<file path="config.mk">
export PLATFORM = sky130hd
export DESIGN_NAME = tcs_axis
export DESIGN_NICKNAME = d
export VERILOG_FILES = /design/src/sv/tcs_pkg.sv /design/src/sv/tcs_axis.sv
export SDC_FILE = /design/constraint.sdc
export NUM_CORES = 2
export LEC_CHECK = 0
export BUFFER_PORTS_ARGS = -buffer_cell sky130_fd_sc_hd__buf_2
export CORE_MARGIN = 2
export CORE_UTILIZATION = 31
export CTS_CLUSTER_SIZE = 16
export DETAILED_ROUTE_END_ITERATION = 6
export HOLD_SLACK_MARGIN = 0.1
export PLACE_DENSITY = 0.48
export SLEW_MARGIN = 15
export SYNTH_ARGS = -nofsm -noshare
export SYNTH_HDL_FRONTEND = slang
export SYNTH_SLANG_ARGS = --single-unit
export TNS_END_PERCENT = 50
</file>
<file path="constraint.sdc">
create_clock -name clk -period 25.2 [get_ports clk]
set_clock_uncertainty 0.1 [all_clocks]
set_input_delay 5.04 -clock clk [delete_from_list [all_inputs] [get_ports clk]]
set_output_delay 5.04 -clock clk [all_outputs]
set_load 0.005 [all_outputs]
</file>
<file path="src/sv/tcs_pkg.sv">
// Shared types, constants and register codes of the trilinear sampler.
package tcs_pkg;

	localparam int MAX_INTERIOR = 30;
	localparam int VALUE_BITS   = 32;
	localparam int FRAC_BITS    = 16;
	localparam int POS_BITS     = 32;
	localparam int IDX_BITS     = 5;
	localparam int BANK_AW      = 3 * (IDX_BITS - 1);
	localparam int BANK_DEPTH   = 1 << BANK_AW;
	localparam int NUM_BANKS    = 8;

	localparam logic [FRAC_BITS-1:0] ONE_HALF = FRAC_BITS'(1) << (FRAC_BITS - 1);

	// Item kinds on the request channel.
	typedef enum logic {
		ACT_WRITE  = 1'b0,
		ACT_SAMPLE = 1'b1
	} action_t;

	// Configuration register indexes.
	typedef enum logic [2:0] {
		REG_GRID_NX    = 3'd0,
		REG_GRID_NY    = 3'd1,
		REG_GRID_NZ    = 3'd2,
		REG_INV_CELL_X = 3'd3,
		REG_INV_CELL_Y = 3'd4,
		REG_INV_CELL_Z = 3'd5,
		REG_SPARE6     = 3'd6,
		REG_SPARE7     = 3'd7
	} cfg_reg_t;

	// Index pair and weight along one axis.
	typedef struct packed {
		logic [IDX_BITS-1:0]  i0;
		logic [IDX_BITS-1:0]  i1;
		logic [FRAC_BITS-1:0] w;
	} axis_t;

endpackage

</file>
<file path="src/sv/tcs_axis.sv">
// Per-axis scaling, saturation and split into index pair and weight.
module tcs_axis (
	input  logic                           clk,
	input  logic                           en,
	input  logic [tcs_pkg::POS_BITS-1:0]   pos,
	input  logic [31:0]                    inv,
	input  logic [tcs_pkg::IDX_BITS-1:0]   n,
	output tcs_pkg::axis_t                 res_s2
);
	import tcs_pkg::*;

	localparam int PROD_BITS   = POS_BITS + 32;
	localparam int SCALED_BITS = PROD_BITS - FRAC_BITS;
	localparam int F_BITS      = IDX_BITS + FRAC_BITS + 1;

	logic [PROD_BITS-1:0]   prod_s1;
	logic [IDX_BITS-1:0]    n_eff;
	logic [SCALED_BITS-1:0] scaled;
	logic [SCALED_BITS-1:0] lim;
	logic [SCALED_BITS-1:0] sat;
	logic [F_BITS-1:0]      f;
	logic [IDX_BITS:0]      lo;
	logic [IDX_BITS:0]      hi;
	logic [IDX_BITS:0]      top;
	axis_t                  res;

	// First stage: the position times the reciprocal cell size.
	always_ff @(posedge clk) begin
		if (en) begin
			prod_s1 <= PROD_BITS'(pos) * PROD_BITS'(inv);
		end
	end

	// Second stage: saturate, add one half, split into floor and fraction.
	always_comb begin
		n_eff  = (n > IDX_BITS'(MAX_INTERIOR)) ? IDX_BITS'(MAX_INTERIOR) : n;
		scaled = prod_s1[PROD_BITS-1:FRAC_BITS];
		lim    = SCALED_BITS'(n_eff) << FRAC_BITS;
		sat    = (scaled > lim) ? lim : scaled;
		f      = F_BITS'(sat) + F_BITS'(ONE_HALF);
		top    = (IDX_BITS+1)'(n_eff) + 1'b1;
		lo     = f[F_BITS-1:FRAC_BITS];
		if (lo > top) begin
			lo = top;
		end
		hi     = (lo + 1'b1 > top) ? top : lo + 1'b1;
		res.i0 = lo[IDX_BITS-1:0];
		res.i1 = hi[IDX_BITS-1:0];
		res.w  = (hi == lo) ? '0 : f[FRAC_BITS-1:0];
	end

	always_ff @(posedge clk) begin
		if (en) begin
			res_s2 <= res;
		end
	end
endmodule

</file>
==> impl_metrics.yaml <==
status:
  status: "completed"
timing:
  hold_viol_final: 0
  setup_viol: 0
  rsz0062_at_grt: "false"
  fmax_mhz: 73.9
  setup-tns-final_ns: 0
  slew_violations: 0
  slew-limit-headroom_pct: 27.2
  period_needed_ns: 13.54
  fin_crit_sh_pct: 53.7
  worstMarginPinSlew_ns: 1.09
  fin_ws_ns: 11.66
clocking:
  cts_tree: "yes"
  cts_sinks: 74
  cts_buffers: 9
  clkTransAtPathRegs_ns: 0.06
  holdBufCountCts: 0
  htree_levels: 3
  post_cts_buffers: 0
  root_buffer: "clkbuf_16"
  clock_path_buffers: 2
  clk_latency_ns: 0.36
  cts_resized: 0
setup_path:
  critPathMostFrequentCell: "fa_1"
  r2r_setup_slack_ns: 17.01
  critPathRequiredTime_ns: 25.21
  worstSetupPathType: "input pin to register"
  critical_path.cell_chain: "buf_2 -> nand2_1 -> fa_1 -> inv_1 -> fa_1 -> fa_1 -> fa_1 -> fa_1 -> inv_1 -> fa_1 -> fa_1 -> fa_1 -> inv_1 -> ha_1 -> nand2_1 -> o211ai_1 -> a21oi_1 -> nand2b_1 -> o21bai_1 -> o21ai_1 -> nor4b_1 -> a21oi_1 -> o31a_1 -> xnor2_1"
  slowest_delay_ns: 0.83
  cp.arrival_ns: 13.55
  critPathMaxFanout: 32
  cpLargestDelayFamily: "adder cells"
  critPathCaptureType: "register"
  worstSetupStartpointType: "input pin"
  critPathBufInv: 4
  cp_slowest_cell: "nor4b_1"
floorplan:
  core_region_area_sq_um: 114000
  rows: 124
  die_y_um: 342
  dieArea_sq_um: 117000
  die_x_um: 342
  ios: 97
  initial_utilization_pct: 31.1
yosys:
  async_reset_ff_share_pct: 0
  synth_top_area_share_pct: 50.6
  synth_cell_types: 66
  ys_top_cells_by_area: "fa_1, inv_1, ha_1"
  synth.yosys.seq_area_share_pct: 6.27
  yosys_warnings: 0
  synth_common_cells: "inv_1, fa_1, nand2_1, and2_1, ha_1"
  yosysMostFrequentCell: "inv_1"
  synth_seq_cells: 74
  ys.flop_type: "edfxtp_1"
  yosys.area.top_type: "fa_1"
  synth.avg_cell_area_sq_um: 9.09
  synth_area_sq_um: 35400
  synth-edff-count: 74
  synth_cells: 3899
grt:
  antenna_found_initial: 7
  grt_first_pass_wirelength_mm: 165
  grt_pass1_vias: 27500
  grt_max_degree: 66
  grt_use_total_pct: 18.5
  overflow: 0
placement:
  dp_slack_ns: 11.40
  place.gp.congestion: 0.833
  port_buffers: 96
  dp_hpwl_mm: 79.6
drt:
  drt_first_pass_iters: 5
  antenna_left: 0
  route.detailed.drc: 0
  initialDrtViolationCount: 1269
  wl_per_cell_um: 19.3
  post_drt_via_cell_ratio: 4.68
  routed_wirelength_mm: 104
  via_count: 25000
finish:
  fill_cells: 12100
  drive_gt1_share_pct: 4.29
  fin_nets: 5083
  area_growth_pct: 6.09
flow_run:
  drv_cap: 0
hold_path:
  hold_path.class: "register to register"
-- final timing paths --
path / startpoint / endpoint / depth (start not counted)
setup / recovery: pos[11] / prod_s1[46] / 24
hold / removal: prod_s1[26] / res_s2[10] / 1
setup reg to reg: prod_s1[33] / res_s2[5] / 34
hold reg to reg: prod_s1[26] / res_s2[10] / 1
-- logic make-up after synthesis --
family	synth area share, %
AO/OA/AOI/OAI	3.18
XOR/XNOR	1.60
adder cells (fa/ha/maj)	60.4
buffers and inverters	12.8
flip-flops	6.27
multiplexers	0.177
other	0.0106
AND/OR/NAND/NOR	15.5
-- sequential cells by signal, indices dropped and copies added, names as in the netlist --
signal   cells
prod_s1     48
res_s2      26
-- layout make-up --
| cell class | instances | area (sq um) | share of cell area [%] |
|---|---|---|---|
| Sequential cell | 74 | 2220 | 5.91 |
| Tap cell | 1512 | 1890 | 5.03 |
| Inverter | 1001 | 3760 | 10.0 |
| Clock inverter | 6 | 62.6 | 0.166 |
| Clock buffer | 10 | 229 | 0.609 |
| Multi-Input combinational cell | 2622 | 28700 | 76.3 |
| Timing Repair Buffer | 129 | 731 | 1.94 |
| Antenna cell | 2 | 5.00 | 0.0133 |
-- layer usage --
layer | vias up | part of all wire (%) | track usage (%) | wire [um]
li1 | 11100 | - | - | -
met1 | 13300 | 43 | 24.6 | 44500
met2 | 549 | 51 | 32.4 | 52300
met3 | 95 | 3.9 | 1.84 | 4080
met4 | 6 | 2.5 | 4.25 | 2540
met5 | - | 0.038 | 0 | 39
-- cells in the final DEF (no fill, tap or decap), types with 27 or more instances in the layout --
cell type  Yosys  routed
buf_4          1      34
and2_1       289     289
buf_2          0      95
fa_1         895     895
nand2_1      784     784
edfxtp_1      74      74
o21ai_0       27      27
ha_1         280     280
xnor2_1       48      48
nor2_1        31      31
inv_1        998     998
a21oi_1       64      64
-- through the flow --
stage	instance area, sq um	utilization, %	cells	hold WS [ns]
after global placement	37300	32.8	5338	0.444
after floorplan	35400	-	3900	0.414
after CTS	37600	33.0	5354	0.464
after detailed placement	37300	32.8	5338	0.454
after global routing	37600	33.0	5354	0.496
final	37600	33.0	5356	0.472
Power is not shown: default switching activity piles up to over one toggle a cycle in this logic, so the estimate is an artifact.
