### config.mk
export PLATFORM = sky130hd
export DESIGN_NAME = tcs_blend
export DESIGN_NICKNAME = d
export VERILOG_FILES = /design/src/sv/tcs_pkg.sv /design/src/sv/tcs_blend.sv
export SDC_FILE = /design/constraint.sdc
export NUM_CORES = 1
export LEC_CHECK = 0
export BUFFER_PORTS_ARGS = -buffer_cell sky130_fd_sc_hd__buf_2
export CAP_MARGIN = 5
export CORE_MARGIN = 10
export CORE_UTILIZATION = 40
export CTS_CLUSTER_SIZE = 25
export DETAILED_ROUTE_END_ITERATION = 7
export PLACE_DENSITY_LB_ADDON = 0.05
export SYNTH_ARGS = -nofsm -noshare
export SYNTH_HDL_FRONTEND = slang
export SYNTH_SLANG_ARGS = --single-unit
export TNS_END_PERCENT = 10
### constraint.sdc
create_clock -name clk -period 22.3 [get_ports clk]
set_input_delay 4.46 -clock clk [delete_from_list [all_inputs] [get_ports clk]]
set_output_delay 4.46 -clock clk [all_outputs]
set_load 0.03 [all_outputs]
### src/sv/tcs_pkg.sv
// Shared types, constants and register codes of the trilinear sampler.
package tcs_pkg;

	localparam int MAX_INTERIOR = 30;
	localparam int VALUE_BITS   = 32;
	localparam int FRAC_BITS    = 16;
	localparam int POS_BITS     = 32;
	localparam int IDX_BITS     = 5;
	localparam int BANK_AW      = 3 * (IDX_BITS - 1);
	localparam int BANK_DEPTH   = 1 << BANK_AW;
	localparam int NUM_BANKS    = 8;

	localparam logic [FRAC_BITS-1:0] ONE_HALF = FRAC_BITS'(1) << (FRAC_BITS - 1);

	// Item kinds on the request channel.
	typedef enum logic {
		ACT_WRITE  = 1'b0,
		ACT_SAMPLE = 1'b1
	} action_t;

	// Configuration register indexes.
	typedef enum logic [2:0] {
		REG_GRID_NX    = 3'd0,
		REG_GRID_NY    = 3'd1,
		REG_GRID_NZ    = 3'd2,
		REG_INV_CELL_X = 3'd3,
		REG_INV_CELL_Y = 3'd4,
		REG_INV_CELL_Z = 3'd5,
		REG_SPARE6     = 3'd6,
		REG_SPARE7     = 3'd7
	} cfg_reg_t;

	// Index pair and weight along one axis.
	typedef struct packed {
		logic [IDX_BITS-1:0]  i0;
		logic [IDX_BITS-1:0]  i1;
		logic [FRAC_BITS-1:0] w;
	} axis_t;

endpackage

### src/sv/tcs_blend.sv
// One registered linear blend: a + floor((b - a) * w / 2^FRAC_BITS).
module tcs_blend (
	input  logic                                clk,
	input  logic                                en,
	input  logic signed [tcs_pkg::VALUE_BITS-1:0] a,
	input  logic signed [tcs_pkg::VALUE_BITS-1:0] b,
	input  logic [tcs_pkg::FRAC_BITS-1:0]       w,
	output logic signed [tcs_pkg::VALUE_BITS-1:0] y_q
);
	import tcs_pkg::*;

	localparam int DIFF_BITS = VALUE_BITS + 1;
	localparam int MUL_BITS  = DIFF_BITS + FRAC_BITS + 1;
	localparam int SH_BITS   = MUL_BITS - FRAC_BITS;

	logic signed [DIFF_BITS-1:0] diff;
	logic signed [FRAC_BITS:0]   ws;
	logic signed [MUL_BITS-1:0]  prod;
	logic signed [SH_BITS-1:0]   sum;

	// The arithmetic shift of the product rounds toward minus infinity.
	always_comb begin
		diff = DIFF_BITS'(b) - DIFF_BITS'(a);
		ws   = $signed({1'b0, w});
		prod = MUL_BITS'(diff) * MUL_BITS'(ws);
		sum  = SH_BITS'(a) + prod[MUL_BITS-1:FRAC_BITS];
	end

	always_ff @(posedge clk) begin
		if (en) begin
			y_q <= sum[VALUE_BITS-1:0];
		end
	end
endmodule

==> metrics.csv, run 1 <==
metric,value,unit
synth unique cells,60,
grt met2 use,36.7,%
register bank with the most flops,y_q,
Final Setup Violations,0,
max FFs per register,32,
Pre-Repair DR Iteration Count,5,
worst-path fanout max,16,
Setup CP Type,input pin to flop,
final hold slack,4.47,ns
synth cell count leaders,"inv_1 (621), fa_1 (491), nand2_1 (299)",
slowest cell delay on critical path,0.80,ns
Mapped Nets,3211,
met1 Use GR,24.5,%
GR Util met3,2.06,%
post-detail-place hpwl,49500,um
total routed wirelength,61500,um
CTS tree,yes,
share of synthesized registers carrying an async set or reset,0,%
Hold EP,y_q[0]$_DFFE_PP_,
first-pass GRT wire length,99600,um
MaxCap Viol Count,0,
Yosys top cell by area,fa_1,
fin cells,3228,
CTS Sinks,32,
largest net degree at the start of global routing,35,
crit path DAT,15.85,ns
routed len/inst,19.0,um
Worst Hold Launch,a[0],
Worst-path clk slew,0.06,ns
ANT nets after route,0,
# hold bufs at CTS,0,
ANT cells,0,
Seq cells post-synth,32,
fin crit period,15.81,ns
max-slew violations,0,
ratio of cells with drive above 1 in the final layout,7.31,%
most common cell in the netlist,inv_1,
hold-critical path depth,2,
total vias in the final route,16100,
die span in y,253,um
Area Growth Syn to Fin,7.50,%
"EDFF count, synth",32,
setup slack after layout,6.49,ns
I/O Buffers,113,
"Seq/Total Area, Yosys",4.43,%
placed instance count,3220,
routability cong.,0.845,
Tot GR Track Use,20.0,%
FILL cells,5486,
Post-Syn Area,0.0217,sq mm
initial core utilization,40.3,%
unrepaired setup endpoints after global routing,no,
H-tree Lvls,2,
Vias per Instance,4.98,
max frequency,0.0633,GHz
core area,0.0538,sq mm
CP Data Required Time,22.35,ns
Setup Buffers After CTS,0,
drt initial violations,596,
initial antenna violation count,1,
grt peak-use layer,met2,
Synth top area share,45.3,%
Synth Area per Inst,8.83,sq um
Critical Path Source Type,input pin,
post-cts resize count,0,
largest registers,y_q (32),
Slew HR,29.7,%
CP most frequent cell,fa_1,
GR Overflow Total,0,
Mapped Cells,2459,
Slew @ Worst Pin,1.06,ns
num ports,114,
Hold WC Path Type,input pin to flop,
period utilisation layout,70.9,%
Die ar.,0.0640,sq mm
final hold vios,0,
top area cells in the synthesized netlist,"fa_1 (45%), inv_1 (11%), ha_1 (10%)",
predominant post-synthesis flop cell,edfxtp_1,
Setup TNS,0,ns
status,finished clean,
# DRC,0,
FP Rows,85,
pre-CTS worst setup slack,6.43,ns
element type at the critical path end,flop,
root buffer cell,clkbuf_16,
"Net count, final",3283,
overall die width,253,um
CTS Buf Count,5,
Synth warnings,0,
highest-delay cell along the critical path,a211oi_1,
number of global-route vias before repair,18000,
CTS max path bufs,2,
[cell families after synthesis]
logic type / share of synthesized area, %
and+or+nand+nor: 16.1
xor gates and xnor gates: 3.83
AOI/OAI and AO/OA: 7.83
DFF: 4.43
buffers and inverters: 12.2
adders and majority gates: 55.6
[critical path, delay by kind of cell]
family / cells / cell delay (ns)
buffers and inverters: 6 / 0.52
AO/OA/AOI/OAI: 12 / 3.88
AND/OR/NAND/NOR: 11 / 2.12
adder cells (fa/ha/maj): 10 / 4.41
XOR/XNOR: 3 / 0.41
[placed cells by master (no fill, tap or decap), types with 3 or more instances in the layout]
| cell | Yosys | layout |
|---|---|---|
| a211oi_1 | 10 | 10 |
| a21boi_0 | 4 | 3 |
| a21o_1 | 50 | 50 |
| a21oi_1 | 70 | 68 |
| a21oi_2 | 1 | 3 |
| a311oi_1 | 3 | 3 |
| a31o_2 | 3 | 3 |
| a31oi_1 | 5 | 5 |
| and2_1 | 233 | 233 |
| and3_1 | 13 | 13 |
| buf_2 | 5 | 113 |
| buf_4 | 0 | 33 |
| clkbuf_16 | 0 | 5 |
| edfxtp_1 | 32 | 32 |
| fa_1 | 491 | 491 |
| ha_1 | 179 | 179 |
| inv_1 | 621 | 621 |
| nand2_1 | 299 | 299 |
| nand2b_1 | 20 | 20 |
| nand3_1 | 16 | 16 |
| nand4_1 | 4 | 4 |
| nor2_1 | 64 | 64 |
| nor2b_1 | 29 | 29 |
| nor3_1 | 11 | 11 |
| o211ai_1 | 3 | 3 |
| o21a_1 | 25 | 25 |
| o21ai_0 | 42 | 42 |
| o21ai_1 | 3 | 3 |
| o21bai_1 | 9 | 9 |
| o31ai_1 | 6 | 6 |
| or3_1 | 4 | 4 |
| xnor2_1 | 70 | 57 |
| xnor2_2 | 1 | 14 |
| xor2_1 | 23 | 22 |
[worst max-delay path by stage]
stage | start | cells after the start | slack [ns] | to
4_1_cts | a[0] | 42 | 6.70 | y_q[30]$_DFFE_PP_
3_3_place_gp | a[0] | 41 | 6.54 | y_q[30]$_DFFE_PP_
6_report | a[0] | 42 | 6.49 | y_q[30]$_DFFE_PP_
2_1_floorplan | b[0] | 44 | 8.42 | y_q[30]$_DFFE_PP_
5_1_grt | a[1] | 43 | 5.73 | y_q[30]$_DFFE_PP_
3_5_place_dp | a[0] | 42 | 6.43 | y_q[30]$_DFFE_PP_
[cell type report]
cell class	count	area [sq um]	share of cell area [%]
Sequential cell	32	961	4.12
Clock inverter	3	18.8	0.0805
Timing Repair Buffer	146	813	3.49
Tap cell	696	871	3.73
Multi-Input combinational cell	1725	18200	78.1
Inverter	621	2330	9.99
Clock buffer	5	125	0.536
[through the flow]
step / util [%] / cell area (sq um)
floorplan: - / 21700
global placement: 43.1 / 23200
detailed placement: 43.1 / 23200
CTS: 43.3 / 23300
global route: 43.3 / 23300
finish: 43.3 / 23300
[layer usage]
| layer | vias up | wire (um) | part of all wire (%) |
|---|---|---|---|
| met5 | - | 0 | 0 |
| met4 | 0 | 1630 | 2.7 |
| met3 | 81 | 1940 | 3.1 |
| met2 | 278 | 32200 | 52 |
| met1 | 8276 | 25700 | 42 |
| li1 | 7441 | - | - |
Power of run 1 is not shown: default switching activity piles up to over one toggle a cycle in this logic, so the estimate is an artifact.
==> run 2: changes to the inputs <==
clock period = 14 ns   (was 22.3 ns; I/O delays follow)
==> run 2 against run 1 <==
Cell area up 0.25%. Non-clock buffer count rose by 17. Highest routed layer unchanged. Wire length grew 2.5%. Die area unchanged. Sequential share of layout area is essentially flat.
==> metrics.csv, run 2 (same netlist as run 1, synthesis figures left out) <==
metric,value,unit
drt initial violations,808,
element type at the critical path end,flop,
ANT nets after route,0,
"commonest non-fill, non-tap cell in the layout",inv_1,
worst-path fanout max,16,
Placement Cell Area,0.0232,sq mm
first-pass GRT wire length,101000,um
MaxCap Viol Count,0,
FILL cells,5532,
total routed wirelength,63000,um
max FFs per register,32,
Critical Path Source Type,input pin,
Tot GR Track Use,20.5,%
Die ar.,0.0640,sq mm
Hold WC Path Type,input pin to flop,
# DRC,0,
Setup CP Type,input pin to flop,
FP Rows,85,
GR Overflow Total,0,
Worst setup startpoint,b[0],
Slew HR,35.9,%
final hold vios,0,
register bank with the most flops,y_q,
period utilisation layout,94.6,%
Worst-path clk slew,0.06,ns
Slew @ Worst Pin,0.962,ns
slowest cell delay on critical path,0.54,ns
max-slew violations,0,
Setup Buffers After CTS,0,
largest net degree at the start of global routing,35,
initial antenna violation count,3,
fin crit period,13.24,ns
unrepaired setup endpoints after global routing,no,
status,finished clean,
I/O Buffers,113,
Area Growth Syn to Fin,7.77,%
final non-filler cell area,0.0234,sq mm
ratio of cells with drive above 1 in the final layout,7.57,%
CP Data Required Time,14.05,ns
highest-delay cell along the critical path,fa_1,
most frequent cells in the layout,"inv_1 (621), fa_1 (491), nand2_1 (299)",
root buffer cell,clkbuf_16,
routed len/inst,19.4,um
CTS Buf Count,5,
Pre-Repair DR Iteration Count,5,
initial core utilization,40.3,%
post-detail-place hpwl,51500,um
total vias in the final route,16200,
overall die width,253,um
core area,0.0538,sq mm
"Net count, final",3300,
crit path DAT,13.29,ns
CTS Sinks,32,
CTS max path bufs,2,
largest registers,y_q (32),
routability cong.,0.852,
H-tree Lvls,2,
Vias per Instance,4.99,
CTS tree,yes,
Final Setup Violations,0,
ANT cells,0,
CP most frequent cell,fa_1,
num ports,114,
Worst Hold Launch,a[0],
number of global-route vias before repair,18000,
max frequency,0.0755,GHz
die span in y,253,um
## run 2: changes by cell type in the layout (fill, tap and decap cells not counted), sizes merged
cell	delta
buf	+17
## run 2: routing by layer
layer	routed length (um)	vias to the layer above	share of wire, %	global-route usage (%)
li1	-	7478	-	-
met1	26700	8356	42	25.8
met2	32600	290	52	37.6
met3	1950	76	3.1	1.53
met4	1730	0	2.8	4.75
met5	0	-	0	0
## run 2: final cells by class
type	instances	area (sq um)	area share (%)
clock buffers	5	125	0.535
inverters	621	2330	9.97
flip-flops and latches	32	961	4.11
well taps	696	871	3.72
clock inverters	3	18.8	0.0803
repair buffers	163	941	4.02
multi-input cells	1725	18100	77.6
## run 2: worst max-delay path, delay by kind of cell
| kind | cells | cell delay, ns |
|---|---|---|
| adders and majority gates | 10 | 4.23 |
| AOI/OAI and AO/OA | 11 | 2.98 |
| and+or+nand+nor | 11 | 2.07 |
| buffers and inverters | 8 | 0.77 |
| xor gates and xnor gates | 3 | 0.39 |
## run 2: final timing paths
check                               end  depth (start not counted)  slack [ns]
worst max-delay path  y_q[30]$_DFFE_PP_                         43        0.76
worst min-delay path   y_q[0]$_DFFE_PP_                          2        2.81
## run 2: per-stage QoR
| stage | utilization, % | setup WS, ns | cells | TNS [ns] | hold slack (ns) |
|---|---|---|---|---|---|
| 6_report | 43.5 | 0.763 | 3245 | 0 | 2.81 |
| 5_1_grt | 43.5 | 0.0704 | 3245 | 0 | 2.81 |
| 4_1_cts | 43.4 | 0.0943 | 3245 | 0 | 2.80 |
| 3_5_place_dp | 43.1 | -0.170 | 3237 | -0.170 | 3.12 |
| 3_3_place_gp | 43.1 | -0.0666 | 3237 | -0.0666 | 3.12 |
| 2_1_floorplan | - | 1.78 | 2459 | 0 | 2.91 |
## run 2: repair_timing
action	4_1_cts	5_1_grt
hold buffers	0	0
setup endpoints to repair	0	6
endpoints found under the hold margin	0	0
resized for setup	0	7
Power of run 2 is left out for the same reason.
